## src/sv/text_bounds_measure_defines.svh

```systemverilog
// Assertion macros for the text bounds measure block.
// No dependencies; included by files that carry concurrent checks.
`ifndef TEXT_BOUNDS_MEASURE_DEFINES_SVH
`define TEXT_BOUNDS_MEASURE_DEFINES_SVH

// Checked on every rising clock edge outside reset.
`define TBM_ASSERT(label, prop, msg) \
  label: assert property (@(posedge clk_i) disable iff (!rst_ni) prop) else $error(msg);

// Checked on every rising clock edge, reset included.
`define TBM_ASSERT_ALWAYS(label, prop, msg) \
  label: assert property (@(posedge clk_i) prop) else $error(msg);

`endif

```

## src/sv/tbm_pkg.sv

```systemverilog
// Package for the text bounds measure block: screen size, character codes,
// register indexes, request type and span helper. No dependencies.
`default_nettype none

package tbm_pkg;

  localparam int SCREEN_WIDTH  = 128;
  localparam int SCREEN_HEIGHT = 128;

  localparam logic signed [15:0] MIN_X_INIT = 16'(SCREEN_WIDTH);
  localparam logic signed [15:0] MIN_Y_INIT = 16'(SCREEN_HEIGHT);
  localparam logic signed [15:0] MAX_INIT   = -16'sd1;

  localparam logic [7:0] CODE_NONE    = 8'd0;
  localparam logic [7:0] CODE_NEWLINE = 8'd10;
  localparam logic [7:0] CODE_CR      = 8'd13;

  localparam logic [1:0] REG_FIRST_CODE   = 2'd0;
  localparam logic [1:0] REG_LAST_CODE    = 2'd1;
  localparam logic [1:0] REG_LINE_ADVANCE = 2'd2;
  localparam logic [1:0] REG_WRAP_ENABLE  = 2'd3;

  localparam int ADDR_W = 4;

  typedef struct packed {
    logic              start_req;
    logic signed [15:0] start_x;
    logic signed [15:0] start_y;
    logic [7:0]        char_code;
    logic [7:0]        glyph_width;
    logic [7:0]        glyph_height;
    logic [7:0]        x_advance;
    logic signed [7:0] x_offset;
    logic signed [7:0] y_offset;
    logic              last;
  } req_t;

  // hi - lo + 1, zero when hi < lo, saturated to 16 bits
  function automatic logic [15:0] span16(logic signed [15:0] lo, logic signed [15:0] hi);
    logic [16:0] d;
    d = {hi[15], hi} - {lo[15], lo};
    if (hi < lo) return 16'd0;
    if (d[15:0] == 16'hFFFF) return 16'hFFFF;
    return d[15:0] + 16'd1;
  endfunction

endpackage

`default_nettype wire

```

## src/sv/text_bounds_measure.sv

```systemverilog
// Text bounds measure top level: request register, pen and extreme update,
// result register and APB register file. Uses tbm_pkg and the defines header.
//
//   channel  direction  handshake                 payload
//   in       input      in_valid_i / in_stall_o   start, glyph metrics, last
//   out      output     out_valid_o / out_stall_i bound_width, bound_height
//   apb      input      psel, penable, pready     first/last code, advance, wrap
//
// One request per cycle unless in_stall_o; a result passes the request register,
// then the result register. Pen and extreme registers feed their own update.
// Reset clears both valids and the pen, and presets extremes and registers.
// A stalled result holds a request marked last in the request register;
// other requests keep flowing past a stalled result.
`default_nettype none
`include "text_bounds_measure_defines.svh"

module text_bounds_measure (
  input  wire                         clk_i,
  input  wire                         rst_ni,
  input  wire                         in_valid_i,
  output logic                        in_stall_o,
  input  wire                         start_req_i,
  input  wire  signed [15:0]          start_x_i,
  input  wire  signed [15:0]          start_y_i,
  input  wire         [7:0]           char_code_i,
  input  wire         [7:0]           glyph_width_i,
  input  wire         [7:0]           glyph_height_i,
  input  wire         [7:0]           x_advance_i,
  input  wire  signed [7:0]           x_offset_i,
  input  wire  signed [7:0]           y_offset_i,
  input  wire                         last_i,
  output logic                        out_valid_o,
  input  wire                         out_stall_i,
  output logic        [15:0]          bound_width_o,
  output logic        [15:0]          bound_height_o,
  input  wire                         psel,
  input  wire                         penable,
  input  wire                         pwrite,
  input  wire  [tbm_pkg::ADDR_W-1:0]  paddr,
  input  wire  [31:0]                 pwdata,
  output logic [31:0]                 prdata,
  output logic                        pready
);
  import tbm_pkg::*;

  logic [7:0] first_code_q, last_code_q, line_adv_q;
  logic       wrap_en_q;

  logic req_valid_q, req_valid_d;
  req_t req_q;
  logic req_fire, out_free, in_take;

  logic signed [15:0] pen_x_q, pen_y_q, pen_x_d, pen_y_d;
  logic signed [15:0] min_x_q, min_y_q, max_x_q, max_y_q;
  logic signed [15:0] min_x_d, min_y_d, max_x_d, max_y_d;

  logic out_valid_q, out_valid_d;
  logic [15:0] bw_q, bh_q;

  logic signed [15:0] px_b, py_b, mnx_b, mny_b, mxx_b, mxy_b;
  logic signed [15:0] px_w, py_w, py_adv, x1, y1, x2, y2;
  logic [17:0] reach;
  logic is_glyph, do_wrap;
  logic cfg_wr;

  // configuration
  assign pready = 1'b1;
  assign cfg_wr = psel && penable && pwrite && pready;

  always_ff @(posedge clk_i or negedge rst_ni) begin
    if (!rst_ni) begin
      first_code_q <= 8'd32;
      last_code_q  <= 8'd126;
      line_adv_q   <= 8'd8;
      wrap_en_q    <= 1'b1;
    end else if (cfg_wr) begin
      case (paddr[3:2])
        REG_FIRST_CODE:   first_code_q <= pwdata[7:0];
        REG_LAST_CODE:    last_code_q  <= pwdata[7:0];
        REG_LINE_ADVANCE: line_adv_q   <= pwdata[7:0];
        REG_WRAP_ENABLE:  wrap_en_q    <= pwdata[0];
        default: ;
      endcase
    end
  end

  always_comb begin
    case (paddr[3:2])
      REG_FIRST_CODE:   prdata = {24'd0, first_code_q};
      REG_LAST_CODE:    prdata = {24'd0, last_code_q};
      REG_LINE_ADVANCE: prdata = {24'd0, line_adv_q};
      REG_WRAP_ENABLE:  prdata = {31'd0, wrap_en_q};
      default:          prdata = 32'd0;
    endcase
  end

  // request register
  assign out_free   = !out_valid_q || !out_stall_i;
  assign req_fire   = req_valid_q && (!req_q.last || out_free);
  assign in_stall_o = req_valid_q && !req_fire;
  assign in_take    = in_valid_i && !in_stall_o;
  assign req_valid_d = in_take ? 1'b1 : (req_fire ? 1'b0 : req_valid_q);

  always_ff @(posedge clk_i or negedge rst_ni) begin
    if (!rst_ni) begin
      req_valid_q <= 1'b0;
    end else begin
      req_valid_q <= req_valid_d;
    end
  end

  always_ff @(posedge clk_i) begin
    if (in_take) begin
      req_q <= '{start_req_i, start_x_i, start_y_i, char_code_i, glyph_width_i,
                 glyph_height_i, x_advance_i, x_offset_i, y_offset_i, last_i};
    end
  end

  // pen and extreme update
  always_comb begin
    px_b  = req_q.start_req ? req_q.start_x : pen_x_q;
    py_b  = req_q.start_req ? req_q.start_y : pen_y_q;
    mnx_b = req_q.start_req ? MIN_X_INIT : min_x_q;
    mny_b = req_q.start_req ? MIN_Y_INIT : min_y_q;
    mxx_b = req_q.start_req ? MAX_INIT : max_x_q;
    mxy_b = req_q.start_req ? MAX_INIT : max_y_q;

    py_adv   = py_b + {8'd0, line_adv_q};
    is_glyph = (req_q.char_code != CODE_CR) && (req_q.char_code != CODE_NONE) &&
               (req_q.char_code >= first_code_q) && (req_q.char_code <= last_code_q);
    reach    = {{2{px_b[15]}}, px_b} + {{10{req_q.x_offset[7]}}, req_q.x_offset}
             + {10'd0, req_q.glyph_width};
    do_wrap  = wrap_en_q && ($signed(reach) >= $signed(18'(SCREEN_WIDTH)));

    px_w = do_wrap ? 16'sd0 : px_b;
    py_w = do_wrap ? py_adv : py_b;
    x1   = px_w + {{8{req_q.x_offset[7]}}, req_q.x_offset};
    y1   = py_w + {{8{req_q.y_offset[7]}}, req_q.y_offset};
    x2   = x1 + {8'd0, req_q.glyph_width} - 16'd1;
    y2   = y1 + {8'd0, req_q.glyph_height} - 16'd1;

    pen_x_d = px_b;
    pen_y_d = py_b;
    min_x_d = mnx_b;
    min_y_d = mny_b;
    max_x_d = mxx_b;
    max_y_d = mxy_b;
    if (req_q.char_code == CODE_NEWLINE) begin
      pen_x_d = 16'sd0;
      pen_y_d = py_adv;
    end else if (is_glyph) begin
      pen_x_d = px_w + {8'd0, req_q.x_advance};
      pen_y_d = py_w;
      if (x1 < mnx_b) min_x_d = x1;
      if (y1 < mny_b) min_y_d = y1;
      if (x2 > mxx_b) max_x_d = x2;
      if (y2 > mxy_b) max_y_d = y2;
    end
  end

  always_ff @(posedge clk_i or negedge rst_ni) begin
    if (!rst_ni) begin
      pen_x_q <= 16'sd0;
      pen_y_q <= 16'sd0;
      min_x_q <= MIN_X_INIT;
      min_y_q <= MIN_Y_INIT;
      max_x_q <= MAX_INIT;
      max_y_q <= MAX_INIT;
    end else if (req_fire) begin
      pen_x_q <= pen_x_d;
      pen_y_q <= pen_y_d;
      min_x_q <= min_x_d;
      min_y_q <= min_y_d;
      max_x_q <= max_x_d;
      max_y_q <= max_y_d;
    end
  end

  // result register
  always_comb begin
    out_valid_d = out_valid_q;
    if (req_fire && req_q.last) begin
      out_valid_d = 1'b1;
    end else if (!out_stall_i) begin
      out_valid_d = 1'b0;
    end
  end

  always_ff @(posedge clk_i or negedge rst_ni) begin
    if (!rst_ni) begin
      out_valid_q <= 1'b0;
    end else begin
      out_valid_q <= out_valid_d;
    end
  end

  always_ff @(posedge clk_i) begin
    if (req_fire && req_q.last) begin
      bw_q <= span16(min_x_d, max_x_d);
      bh_q <= span16(min_y_d, max_y_d);
    end
  end

  assign out_valid_o    = out_valid_q;
  assign bound_width_o  = bw_q;
  assign bound_height_o = bh_q;

  `TBM_ASSERT(a_last_gives_result, (req_fire && req_q.last) |=> out_valid_q, "last request lost its result")
  `TBM_ASSERT(a_no_overwrite, (out_valid_q && out_stall_i) |-> !(req_fire && req_q.last), "stalled result overwritten")
  `TBM_ASSERT_ALWAYS(a_min_x_bound, !rst_ni || (min_x_q <= MIN_X_INIT), "min_x above screen width")
  `TBM_ASSERT_ALWAYS(a_max_y_bound, !rst_ni || (max_y_q >= MAX_INIT), "max_y below minus one")

endmodule

`default_nettype wire

```

## config.mk

```make
export PLATFORM = sky130hd
export DESIGN_NAME = text_bounds_measure
export DESIGN_NICKNAME = d
export VERILOG_FILES = /design/src/sv/tbm_pkg.sv /design/src/sv/text_bounds_measure.sv
export VERILOG_INCLUDE_DIRS = /design/src /design/src/sv
export SDC_FILE = /design/constraint.sdc
export NUM_CORES = 1
export LEC_CHECK = 0
export BUFFER_PORTS_ARGS = -buffer_cell sky130_fd_sc_hd__buf_2
export CAP_MARGIN = 20
export CORE_MARGIN = 3
export CORE_UTILIZATION = 25
export DETAILED_ROUTE_END_ITERATION = 8
export MAX_ROUTING_LAYER = met4
export SLEW_MARGIN = 20
export SYNTH_ARGS = -nofsm -noshare
export SYNTH_HDL_FRONTEND = slang
export SYNTH_SLANG_ARGS = --single-unit
```

## constraint.sdc

```tcl
create_clock -name clk_i -period 19.6 [get_ports clk_i]
set_input_delay 1.96 -clock clk_i [delete_from_list [all_inputs] [get_ports clk_i]]
set_output_delay 1.96 -clock clk_i [all_outputs]
set_load 0.01 [all_outputs]
```

---- Word level (Yosys, flattened, before mapping) ----
Index checks and enable logic that the tools add are counted.
operators by class
  add/sub/neg operators ................... 14
  $mul .................................... 0
  divide/modulo/power cells ............... 0
  $lt $le $gt $ge ......................... 9
  eq/ne operators ......................... 8
  shifts and indexed selects .............. 0
  mux-type cells .......................... 47
  bitwise operators ....................... 0
  reduce and logical (&&, ||, !) cells .... 24
operator list
  kind                   count
  $mux 16                32
  $pmux 32 s4            1
  $add 16x8->16          4
  $lt 16x16->1           4
  $add 16x1->16 const B  2
  $add 16x16->16         2
  $eq 16x16->1 const B   2
  $gt 16x16->1           2
  $sub 16x1->16 const B  2
  $sub 16x16->16         2
  $add 17x9->18          1
  $ge 18x9->1 const B    1
  $add 16x8->17          1
  $mux 1                 14
  $logic_and 1x1->1      10
  $eq 8x4->1 const B     1
  $ge 8x8->1             1
  $le 8x8->1             1
  $ne 8x4->1 const B     1
  $reduce_and 2->1       4
  $reduce_bool 8->1      1
  $logic_not 1->1        5
  $eq 2x2->1 const B     2
  $eq 2x1->1 const B     1
  other kinds (4)        5
word-level totals
  register bits ........................... 237
  bits in latches ......................... 0
  bits in writable memories ............... 0
  memory bits (read-only) ................. 0
  bits of input ports ..................... 125
  output and inout port bits .............. 67
  word-level logic and storage cells ...... 126
  memories kept ........................... 0

---- Depth between registers and ports, before layout ----
Gate-level depths: netlist of run 1.
  word-level depth ........................ 20
  mapped depth ............................ 76
  depth with buffers taken out ............ 62

---- Worst setup path before layout of run 1 ----
Ideal clock, no wire load.
  path type ............................... reg2reg
  start ................................... reg req_q[81] (netlist name)
  end ..................................... reg bh_q[3], in the netlist bound_height_o[3] (data pin)
  setup time .............................. 273 ps
  arrival time ............................ 15350 ps
  required time ........................... 19327 ps
  path slack .............................. 3977 ps
  stages on the path, launching flop included .. 77
  clock period less this slack ............ 15623 ps
  path through ............................ edfxtp_1 -> buf_2 -> buf_2 -> buf_1 -> clkbuf_1 -> clkbuf_1 -> clkbuf_1 -> buf_1 -> mux2i_1 -> fa_1 -> inv_1 -> ha_1 -> fa_1 -> a211oi_2 -> o21ai_1 -> a31oi_1 -> mux2i_1 -> and4b_1 -> [41 not listed] -> ha_1 -> nor2b_1 -> o21ai_0 -> a21oi_1 -> o21ai_0 -> a21boi_0 -> o21ai_0 -> a21boi_0 -> o21ai_0 -> a21boi_0 -> o21ai_0 -> a21oi_1 -> o311a_1 -> a311oi_1 -> or4_1 -> clkbuf_1 -> clkbuf_1 -> a21oi_1
between the ends
  cells in the longest elaborated chain, start to end .. 20
  elaborated cells on any way between the ends .. 33
RTL lines
  item                                                                    RTL line                    source
  from (decl)                                                             text_bounds_measure.sv:50   req_t req_q;
  from (signal assigned)                                                  text_bounds_measure.sv:114  req_q <= '{start_req_i, start_x_i, start_y_i, char_code_i, glyph_width_i,
  $mux 16                                                                 text_bounds_measure.sv:121  px_b = req_q.start_req ? req_q.start_x : pen_x_q;
  $add 16x8->17                                                           text_bounds_measure.sv:131  reach = {{2{px_b[15]}}, px_b} + {{10{req_q.x_offset[7]}}, req_q.x_offset}
  $add 17x9->18                                                           text_bounds_measure.sv:132  + {10'd0, req_q.glyph_width};
  $ge 18x9->1                                                             text_bounds_measure.sv:133  do_wrap = wrap_en_q && ($signed(reach) >= $signed(18'(SCREEN_WIDTH)));
  $logic_and 1x1->1                                                       text_bounds_measure.sv:133
  $mux 16                                                                 text_bounds_measure.sv:136  py_w = do_wrap ? py_adv : py_b;
  $add 16x16->16                                                          text_bounds_measure.sv:138  y1 = py_w + {{8{req_q.y_offset[7]}}, req_q.y_offset};
  $add 16x8->16                                                           text_bounds_measure.sv:140  y2 = y1 + {8'd0, req_q.glyph_height} - 16'd1;
  $sub 16x1->16                                                           text_bounds_measure.sv:140
  $gt 16x16->1                                                            text_bounds_measure.sv:157  if (y2 > mxy_b) max_y_d = y2;
  $mux 16                                                                 text_bounds_measure.sv:157
  $mux 16                                                                 text_bounds_measure.sv:151  end else if (is_glyph) begin
  $mux 16 (*)                                                             text_bounds_measure.sv:148  if (req_q.char_code == CODE_NEWLINE) begin
  net max_y_d[1]                                                          text_bounds_measure.sv:55   logic signed [15:0] min_x_d, min_y_d, max_x_d, max_y_d;
  parallel branches: the longest is 6 deep, another holds $sub 16x16->16  n/a
  $mux 16 (*)                                                             tbm_pkg.sv:43               if (d[15:0] == 16'hFFFF) return 16'hFFFF;
  to (signal assigned)                                                    text_bounds_measure.sv:200  bh_q <= span16(min_y_d, max_y_d);
  to (decl)                                                               text_bounds_measure.sv:58   logic [15:0] bw_q, bh_q;
Mark *: on every way through the listed nets, which the timed path passes. The select of a mux whose other input is x is not followed.
A chain may end at the register's enable or synchronous reset.

---- Worst setup path after layout of run 1 ----
  start ................................... reg req_q[81] (netlist name)
  end ..................................... reg bh_q[0], in the netlist bound_height_o[0] (data pin)
between the ends
  cells in the longest elaborated chain, start to end .. 20
  elaborated cells on any way between the ends .. 33
RTL lines
  item                                                                    RTL line
  parallel branches: the longest is 19 deep, another holds $add 17x9->18  n/a
  $mux 16 (*)                                                             tbm_pkg.sv:43
Mark *: on every way between the ends. The select of a mux whose other input is x is not followed.

==> out/qor.yml, run 1 <==
outcome:
  outcome: "completed"
clocking:
  cts_max_level: 1
  clockRootBuffer: "clkbuf_16"
  worst_skew_pair_latency_ns: 0.57
  clock_buffer_count_from_cts: 30
  path_clk_slew_ns: 0.06
  cts.path.max_buffers: 3
  cts_setup_buffers: 0
  cts.sinks: 237
  cts-resized-gates: 0
  cts_tree: "yes"
  cts-hold-fix-buffers: 0
synth:
  synth.ff_latch_count: 237
  count_of_different_cell_masters_after_synthesis: 110
  yosysSeqAreaShare_pct: 31.9
  synth-main-ff-cell: "edfxtp_1"
  netlist_instances: 2301
  syn_area_per_cell_um2: 8.94
  ys_warn_count: 0
  syn-cell-area_um2: 20600
  synthArstFlopShare_pct: 51.9
  synth_edf_count: 114
sta:
  period_utilization_pct: 82.0
  worst_margin_pin_slew_ns: 1.07
  fmax_ghz: 0.0622
  endpoints_failing_hold: 0
  timing.final.crit_period_ns: 16.07
  rsz0062_at_grt: "no"
  finalMaxSlewViolations: 0
  finClkSkew_ns: 0.0129
  setup-violations-final: 0
  max_slew_margin_pct: 28.6
  worst_slack_ns: 3.53
  accumulated_negative_setup_slack_ns: 0
detailed_routing:
  route.detailed.drc: 0
  met2WireLength_mm: 24.2
  met1Wirelength_mm: 28.9
  via_per_inst: 4.80
  detailroute.via_count: 16700
  drt_iter0_markers: 1087
  drt.antenna.violating_nets: 0
  totalWireLength_mm: 55.8
  drtPass1Iterations: 5
  dr_wl_met3_mm: 1.90
  dr.max_layer_used: "met4"
  wl_per_cell_um: 16.0
grt:
  grt_pass1_wl_mm: 88.7
  grt_util_all_layers_pct: 13.1
  maximum_number_of_pins_on_one_net_before_global_route_repair: 82
  via_count_of_the_first_global_routing_pass: 16100
  grt_antenna_before_repair: 0
  globalRouteOverflowTotal: 0
cells_and_area:
  layout-area-overhead-vs-synth_pct: 13.4
  nFillCells: 8573
  layout.nets: 2736
  seqCellArea_um2: 6560
  layout_commonest_cell: "ha_1"
  final_layout_size_suffix_gt1_share_pct: 15.3
  antenna_diode_count: 0
  final_cell_mix: "ha_1, nand2_1, inv_1"
  multiInputGateArea_um2: 12900
critical_path:
  setup.worst_path.end_class: "flip-flop"
  worst_setup_path_start_kind: "flip-flop"
  arrival_ns: 16.46
  cp_data_required_time_ns: 19.99
  critPathSlowestCell: "or4_1"
  crit_fanout: 48
  worstSetupPathType: "reg -> reg"
  worst_path_largest_cell_delay_ns: 0.72
floorplan:
  fp.dieH_um: 293
  core_region_area_um2: 81100
  dieArea_um2: 85800
  floorplan.initialDensity_pct: 25.4
  placement_rows: 104
  top_level_ports: 192
  die_width_um: 293
place:
  dpl_worst_slack_ns: 3.62
  placement.io_buffers: 140
  post_dp_hpwl_mm: 42.4
  finalWeightedCongestion: 0.857
job:
  count_of_maximum_capacitance_violations: 0
power_and_ir_drop:
  pwr_density_cell_nw_per_um2: 174
  static_leakage_uw: 0.00988
  max-vdd-ir-drop_mv: 0.0700
min_path:
  worst_hold_path_type: "reg -> reg"
[critical path: cells and delay by family, from the launching register on]
kind            cells  cell delay (ns)
xor+xnor            3             0.59
flops               1             0.67
simple gates        9             2.59
mux                 2             0.86
compound gates     32             7.75
buf+inv             5             1.33
fa+ha+maj           6             2.02
[synth_stat cells, types with 48 or more instances]
| cell | count | area, µm² |
|---|---|---|
| o21ai_0 | 128 | 641 |
| nor3_1 | 59 | 295 |
| inv_1 | 179 | 672 |
| ha_1 | 195 | 2440 |
| dfrtp_1 | 80 | 2000 |
| clkbuf_1 | 63 | 236 |
| nor2_1 | 177 | 664 |
| edfxtp_1 | 114 | 3420 |
| xor2_1 | 48 | 420 |
| xnor2_1 | 84 | 736 |
| a21oi_1 | 178 | 891 |
| nand2_1 | 192 | 721 |
[report_power, final]
part / internal (µW) / switching, µW
sequential: 719 / 78.5
clock: 356 / 223
combinational: 1110 / 1580
[sequential cells by signal (all words and copies together), names as in the netlist]
signal	count
req_q	82
bound_height_o	16
bound_width_o	16
max_x_q	16
max_y_q	16
min_x_q	16
min_y_q	16
pen_x_q	16
pen_y_q	16
first_code_q	8
last_code_q	8
line_adv_q	8
out_valid_o	1
req_valid_q	1
wrap_en_q	1
[per-stage QoR]
stage | total power (µW) | util, % | area [µm²] | hold WS (ns) | instances
floorplan | 2910 | - | 20700 | 0.435 | 2324
CTS | 4100 | 28.8 | 23300 | 0.457 | 3483
global placement | 3450 | 27.5 | 22300 | 0.445 | 3427
finish | 4070 | 28.8 | 23300 | 0.454 | 3485
global route | 4510 | 28.8 | 23300 | 0.468 | 3485
detailed placement | 3480 | 27.5 | 22300 | 0.446 | 3427
[final timing paths]
path / slack [ns] / end / cells past startpoint / start
worst max-delay path: 3.53 / bound_height_o[0] / 57 / req_q[81]
worst min-delay path: 0.45 / max_x_q[4] / 2 / max_x_q[4]
worst max register to register: 3.53 / bound_height_o[0] / 57 / req_q[81]
worst min register to register: 0.45 / max_x_q[4] / 2 / max_x_q[4]
max in group asynchronous: 17.03 / min_x_q[1] / 2 / rst_ni
min in group asynchronous: 1.47 / min_y_q[9] / 1 / rst_ni
[cell families after synthesis]
kind of cell             synth area share, %
flip-flops                              31.9
multiplexers                            4.96
other                                 0.0365
AO/OA/AOI/OAI                           21.8
XOR/XNOR                                5.92
buffers and inverters                   6.21
adder cells (fa/ha/maj)                 13.6
AND/OR/NAND/NOR                         15.6
[per-layer routing]
metal  vias to the layer above  global-route usage, %
met5                         -                      -
met4                         0                   1.85
met3                        55                   1.45
met2                       316                   20.1
met1                      7829                   18.9
li1                       8535                      -
[layout make-up]
cell class | instances | area share, %
Clock buffer | 44 | 3.71
Multi-Input combinational cell | 1785 | 55.1
Sequential cell | 237 | 28.1
Inverter | 185 | 2.98
Tap cell | 1060 | 5.68
Clock inverter | 12 | 0.708
Timing Repair Buffer | 162 | 3.75
No activity file was read; power rests on OpenSTA's default activity.
==> inputs of run 2 (changes only) <==
ABC_AREA = 1   (was not set)
clock period = 16.65 ns   (was 19.6 ns; I/O delays follow)
==> out/qor.yml, run 2 <==
outcome:
  outcome: "completed"
clocking:
  clockRootBuffer: "clkbuf_16"
  worst_skew_pair_latency_ns: 0.59  # +0.02 ns
  clock_buffer_count_from_cts: 30  # unchanged
  cts_setup_buffers: 0  # unchanged
  cts.sinks: 237  # unchanged
  path_clk_slew_ns: 0.06  # about the same
  cts_tree: "yes"
  cts_max_level: 1  # unchanged
  cts-hold-fix-buffers: 0  # unchanged
  cts.path.max_buffers: 3  # unchanged
  cts-resized-gates: 0  # unchanged
floorplan:
  placement_rows: 101  # -2.9%
  fp.dieH_um: 286  # -2.5%
  die_width_um: 286  # -2.5%
  dieArea_um2: 81600  # -4.9%
  top_level_ports: 192  # unchanged
  core_region_area_um2: 76700  # -5.4%
  floorplan.initialDensity_pct: 25.5  # +0.099 points
synth:
  post_synth_top_area_share_pct: 17.5  # +0.88 points
  syn_area_per_cell_um2: 7.47  # -16%
  largest_family_of_logic_cells_by_synthesized_area: "simple AND/OR/NAND/NOR gates"
  count_of_different_cell_masters_after_synthesis: 57  # -48%
  post_synth_mux_area_share_pct: 0.256  # -4.7 points
  ys_warn_count: 0  # unchanged
  syn-cell-area_um2: 19500  # -5.0%
  synth-simple-area-share_pct: 25.0  # +9.4 points
  synthArstFlopShare_pct: 51.9  # unchanged
  post-synth-top-count-cell: "nand2_1"
  synth_top_area_cell: "edfxtp_1"
  synth.ff_latch_count: 237  # unchanged
  synth-compound-area-share_pct: 11.9  # -9.9 points
  synth_edf_count: 114  # unchanged
  yosysSeqAreaShare_pct: 33.5  # +1.7 points
  synth_xor_area_share_pct: 5.99  # +0.075 points
  netlist_instances: 2616  # +14%
  netlist_top_cells_count: "nand2_1, inv_1, o21ai_0, ha_1, nand3_1"
  share_of_synthesized_cell_area_in_full_adder_half_adder_and_majority_cells_pct: 14.0  # +0.46 points
  synthTopCellsByArea: "edfxtp_1, nand2_1, ha_1, dfrtp_1, inv_1"
  synth-main-ff-cell: "edfxtp_1"
power_and_ir_drop:
  finalPower_uw: 4640  # +14%
  static_leakage_uw: 0.0111  # +13%
  switching_share_of_total_power_pct: 47.4  # +1.2 points
  max-vdd-ir-drop_mv: 0.103  # +48%
  cell_internal_power_uw: 2440  # +11%
  power.share.sequential_pct: 20.7  # +1.1 points
  pwr_density_cell_nw_per_um2: 207  # +19%
  power_share_of_the_clock_group_pct: 15.7  # +1.4 points
  power.share.combinational_pct: 63.7  # -2.4 points
  power_switching_uw: 2200  # +17%
critical_path:
  cpMostUsedCell: "nand2_1"
  crit_fanout: 35  # -27%
  worstSetupPathType: "reg -> reg"
  setup.worst_path.start: "req_q[81]"
  r2r-start: "req_q[81]"
  worst_path_largest_cell_delay_ns: 0.53  # -0.19 ns
  rr_endpoint: "bound_width_o[12]"
  critical_path.endpoint: "bound_width_o[12]"
  critPathSlowestCell: "or3b_2"
  r2r_cells: 68  # +19%
  setup.worst_path.end_class: "flip-flop"
  worst_setup_path_start_kind: "flip-flop"
  cp_data_required_time_ns: 17.10  # -2.89 ns
  arrival_ns: 14.48  # -1.98 ns
  setup.reg_to_reg.worst_slack_ns: 2.62  # -0.90 ns
grt:
  grt_use_met1_pct: 17.3  # -1.6 points
  grt_pass1_wl_mm: 82.4  # -7.1%
  via_count_of_the_first_global_routing_pass: 15600  # -3.2%
  globalRouteOverflowTotal: 0  # unchanged
  met2_usage_pct: 20.3  # +0.17 points
  grt_antenna_before_repair: 4  # +4
  maximum_number_of_pins_on_one_net_before_global_route_repair: 80  # -2.4%
  globalRouteMet3Util_pct: 1.86  # +0.42 points
  grt_util_all_layers_pct: 12.8  # -0.35 points
  top_usage_layer: "met2"
detailed_routing:
  via_per_inst: 4.35  # -9.4%
  drtPass1Iterations: 7  # +2
  totalWireLength_mm: 51.8  # -7.2%
  detailroute.via_count: 16500  # -1.4%
  wl_per_cell_um: 13.6  # -15%
  drt.antenna.violating_nets: 0  # unchanged
  route.detailed.drc: 0  # unchanged
  drt_iter0_markers: 864  # -21%
place:
  post_dp_hpwl_mm: 40.1  # -5.5%
  placement.io_buffers: 140  # unchanged
  finalWeightedCongestion: 0.837  # -2.4%
sta:
  fmax_ghz: 0.0713  # +15%
  worst_margin_pin_slew_ns: 1.02  # -0.0486 ns
  timing.final.crit_period_ns: 14.03  # -2.05 ns
  endpoints_failing_hold: 0  # unchanged
  finClkSkew_ns: 0.0155  # +0.00258 ns
  accumulated_negative_setup_slack_ns: 0  # unchanged
  setup-violations-final: 0  # unchanged
  finalMaxSlewViolations: 0  # unchanged
  rsz0062_at_grt: "no"
  max_slew_margin_pct: 31.7  # +3.1 points
  period_utilization_pct: 84.2  # +2.2 points
cells_and_area:
  layout.nets: 3072  # +12%
  layout-area-overhead-vs-synth_pct: 14.6
  registers.top_by_ff_count: "req_q"
  final_cell_mix: "nand2_1, inv_1, o21ai_0"
  layout_commonest_cell: "nand2_1"
  final_layout_size_suffix_gt1_share_pct: 11.3  # -4.0 points
  largest_register_ff_count: 82  # unchanged
min_path:
  holdCritStartpoint: "max_x_q[13]"
  worst_hold_path_type: "reg -> reg"
job:
  count_of_maximum_capacitance_violations: 0  # unchanged
-- run 2: cell types whose count changed after synthesis, sizes merged, moves of 24 or more --
cell	previous run	this run
a21o	36	2
a21oi	181	138
inv	184	359
mux2	49	0
mux2i	41	5
nand2	193	758
nand2b	24	0
nand3	39	153
nor2	177	138
nor2b	29	0
nor3	59	17
o21ai	140	209
xnor2	85	32
xor2	48	100
-- run 2: worst min path at each step --
stage                        endpoint  cells after the start
final                     max_x_q[13]                      2
after global routing       max_x_q[1]                      2
after CTS                 max_x_q[13]                      2
after detailed placement  max_x_q[13]                      2
after global placement     max_x_q[5]                      2
after floorplan            pen_x_q[5]                      2
-- run 2: critical path, delay by kind of cell, from the launching register on --
kind                     cells  cell delay [ns]
AND/OR/NAND/NOR             34             6.36
adder cells (fa/ha/maj)      8             2.49
buffers and inverters       13             2.32
AO/OA/AOI/OAI               11             1.89
XOR/XNOR                     2             0.43
flip-flops                   1             0.32
-- run 2: per-stage QoR --
stage          hold slack, ns  std cells  setup slack, ns  util, %  instance area [µm²]
6_report                0.467       3795             2.62     29.2                22400
5_1_grt                 0.477       3795             1.09     29.2                22400
4_1_cts                 0.469       3791             2.49     29.2                22400
3_5_place_dp            0.458       3735             2.55     27.7                21300
3_3_place_gp            0.455       3735             2.77     27.7                21300
2_1_floorplan           0.444       2639             4.38        -                19600
-- run 2: final cells by class --
cell class | count | area [µm²]
fill | 8350 | 54300
multi-input combinational | 1954 | 11300
sequential | 237 | 6560
inverter | 360 | 1350
tap | 1030 | 1290
timing repair buffer | 154 | 812
clock buffer | 32 | 758
clock inverter | 24 | 338
antenna | 4 | 10.0
-- run 2: logic make-up (layout without fill, tap and decap cells) --
family                     after synthesis  in the layout
xor gates and xnor gates               132            132
muxes                                    5              5
adders and majority gates              210            210
other                                    2             29
buffers and inverters                  448            570
DFF                                    237            237
and+or+nand+nor                       1157           1157
AOI/OAI and AO/OA                      425            425
-- run 2: per-layer routing --
| layer | vias up | part of all wire [%] | wire length, µm |
|---|---|---|---|
| met1 | 7427 | 49 | 25400 |
| met4 | 0 | 1.8 | 945 |
| met2 | 239 | 45 | 23100 |
| met3 | 49 | 4.5 | 2350 |
| met5 | - | 0 | 0 |
| li1 | 8787 | - | - |
-- run 2: power groups by stage --
stage / Clock (µW) / Combinational, µW / Sequential, µW
floorplan: 0 / 2350 / 969
global route: 777 / 3450 / 980
finish: 727 / 2950 / 958
detailed placement: 0 / 2970 / 970
CTS: 756 / 2980 / 962
global placement: 0 / 2930 / 967
==> inputs of run 3 (changes only) <==
ABC_AREA = 0   (was 1)
clock period = 13.5 ns   (was 16.65 ns; I/O delays follow)
==> out/qor.yml, run 3 (synthesized netlist as in run 1, its figures left out) <==
power_and_ir_drop:
  power.share.combinational_pct: 68.3  # +4.6 points
  cell_internal_power_uw: 3490  # +43%
  static_leakage_uw: 0.0104  # -6.9%
  switching_share_of_total_power_pct: 45.4  # -2.0 points
  power.share.sequential_pct: 18.2  # -2.5 points
  power_switching_uw: 2900  # +32%
  pwr_density_cell_nw_per_um2: 261  # +26%
  power_share_of_the_clock_group_pct: 13.6  # -2.1 points
  max-vdd-ir-drop_mv: 0.108  # +4.2%
clocking:
  clock_buffer_count_from_cts: 31  # +3.3%
  path_clk_slew_ns: 0.06  # about the same
  cts_tree: "yes"
  worst_skew_pair_latency_ns: 0.59  # about the same
  cts-hold-fix-buffers: 0  # unchanged
  clockRootBuffer: "clkbuf_16"
  cts.path.max_buffers: 3  # unchanged
  cts.sinks: 237  # unchanged
  cts_max_level: 1  # unchanged
sta:
  fmax_ghz: 0.0793  # +11%
  finClkSkew_ns: 0.0256  # +0.0101 ns
  timing.final.crit_period_ns: 12.61  # -1.42 ns
  period_utilization_pct: 93.4  # +9.2 points
  worst_margin_pin_slew_ns: 1.08  # +0.0569 ns
  finalMaxSlewViolations: 0  # unchanged
  max_slew_margin_pct: 28.1  # -3.6 points
  setup-violations-final: 0  # unchanged
  endpoints_failing_hold: 0  # unchanged
detailed_routing:
  dr_wl_met3_mm: 2.14  # -9.1%
  dr.max_layer_used: "met4"
  route.detailed.drc: 0  # unchanged
  totalWireLength_mm: 56.6  # +9.3%
  detailroute.via_count: 17000  # +3.3%
  via_per_inst: 4.78  # +9.9%
  drt_iter0_markers: 1052  # +22%
  drtPass1Iterations: 5  # -2
  drt.antenna.violating_nets: 0  # unchanged
  met1Wirelength_mm: 29.3  # +15%
  met2WireLength_mm: 24.3  # +5.3%
  wl_per_cell_um: 15.9  # +16%
place:
  placement.io_buffers: 140  # unchanged
  dp.cells: 3498  # -6.3%
  finalWeightedCongestion: 0.840  # +0.33%
  post_dp_hpwl_mm: 43.5  # +8.6%
  post_dp_cell_area_um2: 22900  # +7.7%
critical_path:
  worst_setup_path_start_kind: "flip-flop"
  worstSetupPathType: "reg -> reg"
  arrival_ns: 13.02  # -1.46 ns
  crit_fanout: 14  # -60%
  worst_path_largest_cell_delay_ns: 0.53  # about the same
  setup.worst_path.end_class: "flip-flop"
  critPathSlowestCell: "or4_1"
  cp_data_required_time_ns: 13.91  # -3.19 ns
cells_and_area:
  final_cells: 3569  # -6.0%
  nFillCells: 8601  # +3.0%
  antenna_diode_count: 0  # -4
  final_cell_mix: "nand2_1, ha_1, inv_1"
  final_layout_size_suffix_gt1_share_pct: 21.4  # +10 points
  final_cell_area_um2: 24400  # +9.2%
  largest_register_ff_count: 82  # unchanged
  layout.nets: 2819  # -8.2%
  registers.top_by_ff_count: "req_q"
  final_util_pct: 30.2  # +0.96 points
  layout_commonest_cell: "nand2_1"
  layout-area-overhead-vs-synth_pct: 18.8
job:
  count_of_maximum_capacitance_violations: 0  # unchanged
grt:
  grt_pass1_wl_mm: 89.2  # +8.3%
  via_count_of_the_first_global_routing_pass: 16100  # +3.3%
  maximum_number_of_pins_on_one_net_before_global_route_repair: 65  # -19%
  grt_util_all_layers_pct: 13.2  # +0.43 points
  globalRouteOverflowTotal: 0  # unchanged
  grt_antenna_before_repair: 0  # -4
min_path:
  worst_hold_path_type: "reg -> reg"
floorplan:
  dieArea_um2: 85800  # +5.2%
  core_region_area_um2: 81100  # +5.7%
  top_level_ports: 192  # unchanged
  die_width_um: 293  # +2.5%
  floorplan.initialDensity_pct: 25.4  # -0.099 points
  fp.dieH_um: 293  # +2.5%
  placement_rows: 104  # +3.0%
outcome:
  outcome: "completed"
-- run 3: cell types whose count changed in the layout (fill, tap and decap cells not counted), moves of 34 or more --
cell | before | now
o21ai_0 | 199 | 116
nand2_1 | 744 | 191
mux2_2 | 0 | 41
nand3_1 | 145 | 37
xnor2_1 | 32 | 77
inv_1 | 354 | 179
buf_4 | 14 | 97
a21o_1 | 2 | 36
xor2_1 | 98 | 46
nor3_1 | 17 | 58
-- run 3: cell type report --
class / count / area [µm²] / area share (%)
Multi-Input combinational cell: 1785 / 13300 / 54.3
Sequential cell: 237 / 6560 / 26.8
Timing Repair Buffer: 244 / 1540 / 6.30
Tap cell: 1060 / 1330 / 5.43
Clock buffer: 39 / 836 / 3.42
Inverter: 185 / 694 / 2.84
Clock inverter: 19 / 229 / 0.937
-- run 3: final timing paths --
| check | cells after the start | to | startpoint | slack [ns] |
|---|---|---|---|---|
| max reg2reg | 62 | bound_height_o[3] | req_q[81] | 0.89 |
| max | 62 | bound_height_o[3] | req_q[81] | 0.89 |
| min reg2reg | 2 | max_x_q[4] | max_x_q[4] | 0.46 |
| min | 2 | max_x_q[4] | max_x_q[4] | 0.46 |
| max in group asynchronous | 2 | pen_x_q[1] | rst_ni | 11.40 |
| min in group asynchronous | 1 | min_y_q[4] | rst_ni | 0.80 |
-- run 3: worst max-delay path: cells and delay by family (launching register included) --
family	cells	cell delay (ns)
AOI/OAI and AO/OA	27	4.74
adders and majority gates	10	3.18
and+or+nand+nor	12	2.26
buffers and inverters	8	0.76
muxes	2	0.54
xor gates and xnor gates	3	0.54
DFF	1	0.37
-- run 3: power by group through the flow --
stage / Combinational [µW] / Sequential (µW) / Clock, µW
3_5_place_dp: 4170 / 1180 / 0
6_report: 4360 / 1160 / 868
4_1_cts: 4190 / 1160 / 902
2_1_floorplan: 3120 / 1160 / 0
3_3_place_gp: 4130 / 1180 / 0
5_1_grt: 4930 / 1190 / 925
-- run 3: layer usage --
layer	global-route usage (%)	vias to the layer above
met5	-	-
met4	1.97	0
met3	1.71	51
met2	19.9	307
met1	19.2	7986
li1	-	8705
-- run 3: repair_timing --
action                     CTS  global route
setup endpoints to repair    0            32
setup buffers                0            13
resized for setup            0            91
-- run 3: per-stage QoR --
stage | hold slack, ns | total power (µW) | setup TNS, ns | setup WS, ns
after global routing | 0.472 | 7050 | -0.0973 | -0.0262
after CTS | 0.458 | 6260 | 0 | 0.0351
after detailed placement | 0.449 | 5340 | 0 | 0.0955
after floorplan | 0.435 | 4280 | 0 | 0.00150
final | 0.456 | 6390 | 0 | 0.891
after global placement | 0.446 | 5310 | 0 | 0.301
